==> src/rtl/ole_pkg.sv <==
// ole_pkg: command, error and state codes plus item and entry types for the list engine
package ole_pkg;

  // field widths fixed by the item layout
  localparam int unsigned IdW    = 32;
  localparam int unsigned StatW  = 2;
  localparam int unsigned SlotW  = 5;
  localparam int unsigned WhereW = 4;
  localparam int unsigned CountW = 5;

  // command codes; the two spare codes are refused
  typedef enum logic [2:0] {
    CMD_INS_FRONT = 3'd0,
    CMD_INS_BACK  = 3'd1,
    CMD_INS_AT    = 3'd2,
    CMD_RM_AT     = 3'd3,
    CMD_RM_ID     = 3'd4,
    CMD_FIND      = 3'd5
  } cmd_e;

  // result error codes
  typedef enum logic [2:0] {
    ERR_OK       = 3'd0,
    ERR_POS      = 3'd1,
    ERR_NOTFOUND = 3'd2,
    ERR_FULL     = 3'd3,
    ERR_CMD      = 3'd4
  } err_e;

  // sequencer states
  typedef enum logic [1:0] {
    ST_IDLE,
    ST_SEARCH,
    ST_SHIFT
  } state_e;

  // one input item
  typedef struct packed {
    cmd_e                     command;
    logic signed [IdW-1:0]    key_id;
    logic [StatW-1:0]         entry_state;
    logic [SlotW-1:0]         slot;
  } item_t;

  // one result item
  typedef struct packed {
    err_e              error;
    logic [WhereW-1:0] where;
    logic [CountW-1:0] count;
  } result_t;

  // one stored list entry
  typedef struct packed {
    logic [IdW-1:0]   id;
    logic [StatW-1:0] status;
  } entry_t;

endpackage

==> src/rtl/ole_ram.sv <==
// ole_ram: generic simple dual-port ram with registered read
module ole_ram #(
  parameter int unsigned WIDTH = 34,
  parameter int unsigned DEPTH = 16
) (
  input  logic                     clk_i,
  input  logic                     we_i,
  input  logic [$clog2(DEPTH)-1:0] waddr_i,
  input  logic [WIDTH-1:0]         wdata_i,
  input  logic                     re_i,
  input  logic [$clog2(DEPTH)-1:0] raddr_i,
  output logic [WIDTH-1:0]         rdata_o
);

  logic [WIDTH-1:0] mem_q [DEPTH];
  logic [WIDTH-1:0] rdata_q;

  // write port
  always_ff @(posedge clk_i) begin
    if (we_i) begin
      mem_q[waddr_i] <= wdata_i;
    end
  end

  // registered read port
  always_ff @(posedge clk_i) begin
    if (re_i) begin
      rdata_q <= mem_q[raddr_i];
    end
  end

  assign rdata_o = rdata_q;

endmodule

==> src/rtl/ordered_list_engine_core.sv <==
// ordered_list_engine_core: packed ordered list of id/status entries held in one ram
//
//   channel  | signals              | handshake
//   ---------+----------------------+---------------------------------------
//   command  | start, busy, item_i  | item taken when start high, busy low
//   result   | done_o, result_o     | one-cycle strobe, no back-pressure
//
// Failed checks give their result the cycle after the item is taken, busy stays low.
// Otherwise busy is high while the ram is walked, one read and one write a cycle, and
// the result comes in the same cycle that busy falls. Insert at p moves fill-p entries,
// remove at p moves fill-p-1; a search reads from entry 0 upwards until it hits k or
// the list ends, and remove by id then moves fill-k-1. Reset empties the list at once;
// no receiver stall.
module ordered_list_engine_core #(
  parameter int unsigned CAPACITY = 16
) (
  input  logic            clk_i,
  input  logic            rst_ni,
  input  logic            start,
  output logic            busy,
  input  ole_pkg::item_t  item_i,
  output logic            done_o,
  output ole_pkg::result_t result_o
);

  localparam int unsigned AW = $clog2(CAPACITY);
  localparam int unsigned CW = $clog2(CAPACITY + 1);
  localparam int unsigned XW = (CW > ole_pkg::SlotW) ? CW : ole_pkg::SlotW;
  localparam int unsigned EW = $bits(ole_pkg::entry_t);

  // control state
  ole_pkg::state_e  state_q, state_d;
  logic [CW-1:0]    fill_q, fill_d;
  logic             pend_q, pend_d;
  logic             done_q, done_d;

  // working registers
  logic [AW-1:0]    ptr_q, ptr_d;
  logic [CW-1:0]    rem_q, rem_d;
  logic [AW-1:0]    pend_addr_q, pend_addr_d;
  logic [AW-1:0]    pos_q, pos_d;
  logic [ole_pkg::IdW-1:0]   key_q, key_d;
  logic [ole_pkg::StatW-1:0] stat_q, stat_d;
  ole_pkg::cmd_e    cmd_q, cmd_d;
  logic             up_q, up_d;
  ole_pkg::result_t res_q, res_d;

  // ram port
  logic             ram_we;
  logic [AW-1:0]    ram_waddr;
  ole_pkg::entry_t  ram_wdata;
  logic             ram_re;
  logic [AW-1:0]    ram_raddr;
  ole_pkg::entry_t  ram_rdata;
  logic [EW-1:0]    ram_rdata_raw;

  // shared conditions
  logic             accept;
  logic [XW-1:0]    fill_x;
  logic [XW-1:0]    slot_x;
  logic [XW-1:0]    ins_pos_x;
  logic             ins_bad_pos;
  logic             list_full;
  logic             slot_bad;
  logic             hit;
  logic             drained;
  logic [CW-1:0]    fill_inc;
  logic [CW-1:0]    fill_dec;

  ole_ram #(
    .WIDTH (EW),
    .DEPTH (CAPACITY)
  ) u_store (
    .clk_i   (clk_i),
    .we_i    (ram_we),
    .waddr_i (ram_waddr),
    .wdata_i (ram_wdata),
    .re_i    (ram_re),
    .raddr_i (ram_raddr),
    .rdata_o (ram_rdata_raw)
  );

  assign ram_rdata = ole_pkg::entry_t'(ram_rdata_raw);

  // handshake and command checks
  assign busy        = (state_q != ole_pkg::ST_IDLE);
  assign accept      = start && !busy;
  assign fill_x      = XW'(fill_q);
  assign slot_x      = XW'(item_i.slot);
  assign ins_pos_x   = (item_i.command == ole_pkg::CMD_INS_FRONT) ? '0 :
                       (item_i.command == ole_pkg::CMD_INS_BACK)  ? fill_x : slot_x;
  assign ins_bad_pos = ins_pos_x > fill_x;
  assign list_full   = fill_q == CW'(CAPACITY);
  assign slot_bad    = slot_x >= fill_x;
  assign hit         = pend_q && (ram_rdata.id == key_q);
  assign drained     = (rem_q == '0) && !pend_q;
  assign fill_inc    = fill_q + CW'(1);
  assign fill_dec    = fill_q - CW'(1);

  // next state
  always_comb begin
    state_d = state_q;
    unique case (state_q)
      ole_pkg::ST_IDLE: begin
        if (accept) begin
          case (item_i.command)
            ole_pkg::CMD_INS_FRONT, ole_pkg::CMD_INS_BACK, ole_pkg::CMD_INS_AT: begin
              if (!ins_bad_pos && !list_full) begin
                state_d = ole_pkg::ST_SHIFT;
              end
            end
            ole_pkg::CMD_RM_AT: begin
              if (!slot_bad) begin
                state_d = ole_pkg::ST_SHIFT;
              end
            end
            ole_pkg::CMD_RM_ID, ole_pkg::CMD_FIND: begin
              state_d = ole_pkg::ST_SEARCH;
            end
            default: begin
              state_d = ole_pkg::ST_IDLE;
            end
          endcase
        end
      end
      ole_pkg::ST_SEARCH: begin
        if (hit) begin
          state_d = (cmd_q == ole_pkg::CMD_RM_ID) ? ole_pkg::ST_SHIFT : ole_pkg::ST_IDLE;
        end else if (drained) begin
          state_d = ole_pkg::ST_IDLE;
        end
      end
      ole_pkg::ST_SHIFT: begin
        if (drained) begin
          state_d = ole_pkg::ST_IDLE;
        end
      end
      default: begin
        state_d = ole_pkg::ST_IDLE;
      end
    endcase
  end

  // datapath, ram control and result
  always_comb begin
    fill_d      = fill_q;
    pend_d      = 1'b0;
    done_d      = 1'b0;
    ptr_d       = ptr_q;
    rem_d       = rem_q;
    pend_addr_d = pend_addr_q;
    pos_d       = pos_q;
    key_d       = key_q;
    stat_d      = stat_q;
    cmd_d       = cmd_q;
    up_d        = up_q;
    res_d       = res_q;
    ram_we      = 1'b0;
    ram_waddr   = pend_addr_q;
    ram_wdata   = ram_rdata;
    ram_re      = 1'b0;
    ram_raddr   = ptr_q;

    unique case (state_q)
      ole_pkg::ST_IDLE: begin
        if (accept) begin
          key_d  = item_i.key_id;
          stat_d = item_i.entry_state;
          cmd_d  = item_i.command;
          res_d  = '{error: ole_pkg::ERR_OK, where: '0, count: 5'(fill_q)};
          case (item_i.command)
            ole_pkg::CMD_INS_FRONT, ole_pkg::CMD_INS_BACK, ole_pkg::CMD_INS_AT: begin
              if (ins_bad_pos) begin
                res_d.error = ole_pkg::ERR_POS;
                done_d      = 1'b1;
              end else if (list_full) begin
                res_d.error = ole_pkg::ERR_FULL;
                done_d      = 1'b1;
              end else begin
                // open the gap from the top entry downwards
                pos_d = AW'(ins_pos_x);
                rem_d = fill_q - CW'(ins_pos_x);
                ptr_d = AW'(fill_dec);
                up_d  = 1'b1;
              end
            end
            ole_pkg::CMD_RM_AT: begin
              if (slot_bad) begin
                res_d.error = ole_pkg::ERR_POS;
                done_d      = 1'b1;
              end else begin
                // close the gap from just above the slot upwards
                pos_d = AW'(item_i.slot);
                rem_d = fill_dec - CW'(slot_x);
                ptr_d = AW'(slot_x + XW'(1));
                up_d  = 1'b0;
              end
            end
            ole_pkg::CMD_RM_ID, ole_pkg::CMD_FIND: begin
              ptr_d = '0;
              rem_d = fill_q;
            end
            default: begin
              res_d.error = ole_pkg::ERR_CMD;
              done_d      = 1'b1;
            end
          endcase
        end
      end

      ole_pkg::ST_SEARCH: begin
        if (hit) begin
          pos_d = pend_addr_q;
          if (cmd_q == ole_pkg::CMD_RM_ID) begin
            ptr_d = pend_addr_q + AW'(1);
            rem_d = fill_dec - CW'(pend_addr_q);
            up_d  = 1'b0;
          end else begin
            res_d  = '{error: ole_pkg::ERR_OK, where: 4'(pend_addr_q), count: 5'(fill_q)};
            done_d = 1'b1;
          end
        end else if (drained) begin
          res_d  = '{error: ole_pkg::ERR_NOTFOUND, where: '0, count: 5'(fill_q)};
          done_d = 1'b1;
        end else if (rem_q != '0) begin
          // walk upwards, compare in the next cycle
          ram_re      = 1'b1;
          pend_d      = 1'b1;
          pend_addr_d = ptr_q;
          ptr_d       = ptr_q + AW'(1);
          rem_d       = rem_q - CW'(1);
        end
      end

      ole_pkg::ST_SHIFT: begin
        // write back the entry read last cycle
        if (pend_q) begin
          ram_we = 1'b1;
        end
        if (rem_q != '0) begin
          ram_re      = 1'b1;
          pend_d      = 1'b1;
          rem_d       = rem_q - CW'(1);
          pend_addr_d = up_q ? (ptr_q + AW'(1)) : (ptr_q - AW'(1));
          ptr_d       = up_q ? (ptr_q - AW'(1)) : (ptr_q + AW'(1));
        end else if (!pend_q) begin
          // shift finished: place the new entry or drop the count
          if (up_q) begin
            ram_we    = 1'b1;
            ram_waddr = pos_q;
            ram_wdata = '{id: key_q, status: stat_q};
            fill_d    = fill_inc;
            res_d     = '{error: ole_pkg::ERR_OK, where: 4'(pos_q), count: 5'(fill_inc)};
          end else begin
            fill_d    = fill_dec;
            res_d     = '{error: ole_pkg::ERR_OK, where: 4'(pos_q), count: 5'(fill_dec)};
          end
          done_d = 1'b1;
        end
      end

      default: begin
        pend_d = 1'b0;
      end
    endcase
  end

  // control registers
  always_ff @(posedge clk_i or negedge rst_ni) begin
    if (!rst_ni) begin
      state_q <= ole_pkg::ST_IDLE;
      fill_q  <= '0;
      pend_q  <= 1'b0;
      done_q  <= 1'b0;
    end else begin
      state_q <= state_d;
      fill_q  <= fill_d;
      pend_q  <= pend_d;
      done_q  <= done_d;
    end
  end

  // working registers
  always_ff @(posedge clk_i) begin
    ptr_q       <= ptr_d;
    rem_q       <= rem_d;
    pend_addr_q <= pend_addr_d;
    pos_q       <= pos_d;
    key_q       <= key_d;
    stat_q      <= stat_d;
    cmd_q       <= cmd_d;
    up_q        <= up_d;
    res_q       <= res_d;
  end

  assign done_o   = done_q;
  assign result_o = res_q;

endmodule
==> config.mk <==
export PLATFORM = sky130hd
export DESIGN_NAME = ordered_list_engine_core
export DESIGN_NICKNAME = d
export VERILOG_FILES = /design/src/rtl/ole_pkg.sv /design/src/rtl/ole_ram.sv /design/src/rtl/ordered_list_engine_core.sv
export SDC_FILE = /design/constraint.sdc
export NUM_CORES = 1
export LEC_CHECK = 0
export BUFFER_PORTS_ARGS = -buffer_cell sky130_fd_sc_hd__buf_2
export CAP_MARGIN = 20
export CORE_ASPECT_RATIO = 1.75
export CORE_MARGIN = 2
export CORE_UTILIZATION = 50
export CTS_CLUSTER_SIZE = 14
export DETAILED_ROUTE_END_ITERATION = 6
export GPL_ROUTABILITY_DRIVEN = 0
export MAX_ROUTING_LAYER = met4
export PLACE_DENSITY_LB_ADDON = 0.08
export SYNTH_ARGS = -nofsm -noshare
export SYNTH_HDL_FRONTEND = slang
export SYNTH_HIERARCHICAL = 1
export SYNTH_SLANG_ARGS = --single-unit
==> constraint.sdc <==
create_clock -name clk_i -period 5 [get_ports clk_i]
set_input_delay 0.25 -clock clk_i [delete_from_list [all_inputs] [get_ports clk_i]]
set_output_delay 0.25 -clock clk_i [all_outputs]
set_load 0.02 [all_outputs]
## Yosys cells after proc, flatten, opt, wreduce, memory -nomap -nowiden

Memory sizes are Yosys's and may differ from the RTL's. A register that Yosys moved wholly into a read port is not among the register bits.
Cells that the tools add are included.

- Flip-flop bits (word level): 76
- RAM bits: 544
- Input bits: 45
- Output and inout bits: 14
- Word-level logic and storage cells: 183
- Memories: 1

- Add/subtract/negate cells: 10
- $lt $le $gt $ge: 2
- Equality and inequality tests: 30
- Muxes and demuxes: 96
- Bitwise logic cells: 2
- Reductions and logical operators: 27

Memory list:

| memory | words | width | read ports | clocked after Yosys merged registers in | wr ports | line | text |
|---|---|---|---|---|---|---|---|
| u_store.mem_q | 16 | 34 | 1 | 1 | 1 | ole_ram.sv:15 | `logic [WIDTH-1:0] mem_q [DEPTH];` |

Operators by type and width:

| cell | count |
|---|---|
| 2-to-1 mux 34 bit | 4 |
| 2-to-1 mux 4 bit | 24 |
| 2-to-1 mux 12 bit | 6 |
| 2-to-1 mux 5 bit | 12 |
| one-hot mux 12 bit (3 select lines) | 1 |
| equality test 32 bit | 1 |
| one-hot mux 5 bit (3 select lines) | 2 |
| inequality test 3 bit, second input constant | 9 |
| 2-to-1 mux 1 bit | 26 |
| one-hot mux 4 bit (2 select lines) | 3 |
| one-hot mux 4 bit (3 select lines) | 2 |
| inequality test 2 bit, second input constant | 9 |
| 2-to-1 mux 2 bit | 8 |
| AND reduction 8 bit | 2 |
| adder 4 x 1 -> 4 bit, second input constant | 3 |
| one-hot mux 2 bit (3 select lines) | 2 |
| AND reduction 10 bit | 1 |
| subtractor 5 x 1 -> 5 bit, second input constant | 2 |
| subtractor 5 bit | 2 |
| equality test 3 bit, second input constant | 3 |
| one-hot mux 3 bit (3 select lines) | 1 |
| AND reduction 7 bit | 1 |
| equality test 3 x 2 -> 1 bit, second input constant | 2 |
| one-hot mux 1 bit (2 select lines) | 3 |
| other kinds (27) | 38 |

## Logic depth before layout (Yosys ltp)

- Depth after elaboration: 10
- Mapped depth: 12
- Depth with buffers taken out: 11

## Hierarchy

Netlist, hierarchy kept.

By module, submodules not included:

| module | times used | cells each | area each (um^2) | sequential area each (um^2) |
|---|---|---|---|---|
| ole_ram | 1 | 888 | 21416.8 | 17356.6 |
| ordered_list_engine_core | 1 | 506 | 5391.4 | 2237.1 |

## Least setup slack after synthesis

Ideal clock, no wire load.

- Path type: reg2reg
- From: reg rem_q[0]
- To: mem u_store.mem_q[0][0], enable pin
- Library setup time: 0.468 ns
- Arrival: 4.607 ns
- Required time: 4.532 ns
- Slack: -0.074 ns
- Stages on the path, launching flop included: 11
- Buffers on the path: 2
- Clock period less this slack: 5.074 ns
- Cells stage by stage: edfxtp_1 inv_1 ha_1 nand3b_1 nor2_2 nand3_1 buf_2 buf_6 mux2_2 or3b_2 nor3_1

- Elaborated cells on any way between the ends: 7
- Classes of those cells: mux: 6; reduce/logical: 1

RTL lines:

| item | line | text |
|---|---|---|
| from (decl) | ordered_list_engine_core.sv:39 | `logic [CW-1:0] rem_q, rem_d;` |
| from (signal assigned) | ordered_list_engine_core.sv:286 | `rem_q <= rem_d;` |
| nonzero test 5 bit | ordered_list_engine_core.sv:240 | `if (rem_q != '0) begin` |
| 2-to-1 mux 4 bit | ordered_list_engine_core.sv:240 |  |
| 2-to-1 mux 4 bit | ordered_list_engine_core.sv:164 | `unique case (state_q)` |
| via ram_waddr[2] | ordered_list_engine_core.sv:50 | `logic [AW-1:0] ram_waddr;` |
| to (decl) | ole_ram.sv:15 |  |

The timed path passes the listed nets, and every way through them passes these cells.

## Final worst setup path

- From: reg rem_q[0]
- To: mem u_store.mem_q[6][8], enable pin

Same word-level chain as after synthesis.

==> impl_metrics.ini <==
[clock_tree]
h-tree-depth = 2
cts_resized = 0
cts_root_buffer = clkbuf_16
clock_latency_ns = 0.60
cts_buffers = 56
cts.sinks = 618
clk_pin_slew_ns = 0.07
cts_tree = done
clock_path_buffers = 3

[placed_design]
dp_hpwl_mm = 36.34
dp_cells = 2038
io_buffers = 56
placed_area_mm2 = 0.02686

[routing]
dr.pass1.iters = 5
viasPerCell = 6.033
drt-total-wl_mm = 60.12
ant_nets = 0
drt_iter0_drc = 1142
post-route-drc-count = 0
wl_per_cell_um = 27.69
vias = 13100

[timing]
tightest_slew_ns = 1.142
maxSlewHeadroom = 0.2386
drv_slew = 0
fin_crit_sh = 0.7634
fin_setup_tns_ns = 0
final-hold-violation-count = 0
rsz0062_at_grt = no
finClkSkew_ns = 0.02013
hold-worst-slack_ns = 0.07567
period_needed_ns = 3.817
max_freq_mhz = 262.0
setup-violations-final = 0

[critical_path]
arrival_ns = 4.09
required_ns = 5.27
cp-start-kind = flip-flop
crit_fanout = 18
crit_path_frequent_cell = nand3b_1
slowest_delay_ns = 0.71
crit_buf_inv = 2
cp_slowest_cell = nor2_4
end_kind = flip-flop
crit_chain = inv_1 > ha_1 > nand3b_1 > nor2_2 > nand3_2 > mux2_2 > nand3b_1 > nor2_4 > buf_4
cpLargestDelayFamily = simple AND/OR/NAND/NOR gates
crit_type = reg2reg

[cells_and_area]
final_util = 0.5722
diodes = 0
syn2layout_area_growth_pct = 13.29
multi_input_area_mm2 = 0.006684
fin_area_mm2 = 0.02888
drive_gt1_frac = 0.2445
fin_cells = 2171
fill_cells = 3898
regArea_mm2 = 0.01851
fin_nets = 1545

[pwr]
comb_power_share = 0.324
power_switching_w = 0.005368
swShare = 0.3278
pwr-share-seq = 0.433
power_frac_clock = 0.243
p_leak_nw = 9.401
intPower_w = 0.01101
vdd_ir_drop_max_uv = 357.2
power_density_mw_per_mm2 = 567.2

[global_routing]
grt_max_degree = 73
grt_pass1_wl_mm = 89.28
grt_pass1_vias = 13550
grt_overflow_total = 0
grt_usage = 0.2392
antenna_found_initial = 0

[floorplanning]
initial_core_util = 0.5051
die_w_um = 174.7
coreArea_mm2 = 0.05046
die_h_um = 302.7
fp-row-count = 109
ioPinCount = 59
die_area_mm2 = 0.05287

[synth]
synth_warnings = 6
syn-num-nets = 1421
syn_area_mm2 = 0.02549
syn_avg_cell_area_um2 = 18.99
synthCells = 1342

[flow_run]
cap_viol_max_count = 0

[status]
status = completed

[worst_hold_path]
worstHoldPathType = in2async
==> per-stage QoR <==
step	power, W	setup WS (ns)
detailed placement	0.01255	1.120
global route	0.01720	0.9257
finish	0.01638	1.183
global placement	0.01244	1.254
CTS	0.01657	1.140
floorplan	0.01084	0.08352
==> worst paths after layout <==
check                                       startpoint                             to  slack [ns]  cells after the start
worst max-delay path                rem_q[0]$_DFFE_PP_  u_store/mem_q[6][8]$_DFFE_PP_        1.18                      9
worst min-delay path                            rst_ni               pend_q$_DFF_PN0_        0.08                      2
worst max register to register      rem_q[0]$_DFFE_PP_  u_store/mem_q[6][8]$_DFFE_PP_        1.18                      9
worst min register to register  state_q[0]$_DFFE_PN0P_         state_q[0]$_DFFE_PN0P_        0.73                      2
max in group asynchronous                       rst_ni          fill_q[3]$_DFFE_PN0P_        4.69                      2
min in group clk_i                               start               done_o$_DFF_PN0_        0.15                      4
==> power by group through the flow <==
stage	clock network (W)	registers [W]	logic [W]
floorplan	0	0.00709	0.00375
global placement	0	0.00718	0.00526
detailed placement	0	0.00719	0.00536
CTS	0.00409	0.00709	0.00540
global route	0.00428	0.00713	0.00579
finish	0.00398	0.00708	0.00531
==> cells in the final DEF, fill, tap and decap left out, types with 8 or more instances in the layout <==
cell type,count
clkinv_2,8
mux4_2,128
ha_1,31
a22oi_1,64
nand2b_1,11
mux2i_1,8
buf_2,56
a21oi_1,18
buf_12,13
xor2_1,12
inv_1,25
clkinv_1,18
buf_4,25
nor2_4,15
clkbuf_1,11
clkbuf_16,57
dlygate4sd3_1,36
xnor2_1,48
nand2_1,73
nor2_1,20
o21ai_0,21
mux2_2,41
nand3_1,22
dfrtp_1,9
nand4_1,11
edfxtp_1,609
a31oi_1,14
==> cell type report <==
cell class,instances,area share
Inverter,28,0.003640
Timing Repair Buffer,130,0.03770
Clock buffer,68,0.05083
Tap cell,666,0.02886
Clock inverter,29,0.006370
Multi-Input combinational cell,632,0.2315
Sequential cell,618,0.6411
==> metal layers <==
| layer | up-vias | track usage | share of wire | routed length, µm |
|---|---|---|---|---|
| li1 | 5705 | - | - | - |
| met1 | 6938 | 0.2945 | 0.39 | 23510 |
| met2 | 357 | 0.4224 | 0.54 | 32450 |
| met3 | 97 | 0.02343 | 0.041 | 2454 |
| met4 | 0 | 0.07044 | 0.028 | 1708 |
| met5 | - | - | 0 | 0 |
==> flip-flops by register name (all words and copies together), names as in the netlist <==
signal	flops
ptr_q	4
fill_q	5
rem_q	5
pos_q	4
u_store/rdata_o	32
up_q	1
pend_q	1
state_q	2
done_o	1
u_store/mem_q	512
result_o	12
cmd_q	3
pend_addr_q	4
key_q	32
==> repair_timing <==
action | in CTS | in global routing
setup buffers | 0 | 0
hold buffers | 36 | 0
hold endpoints to repair | 44 | 0
(Power assumes the default switching activity.)
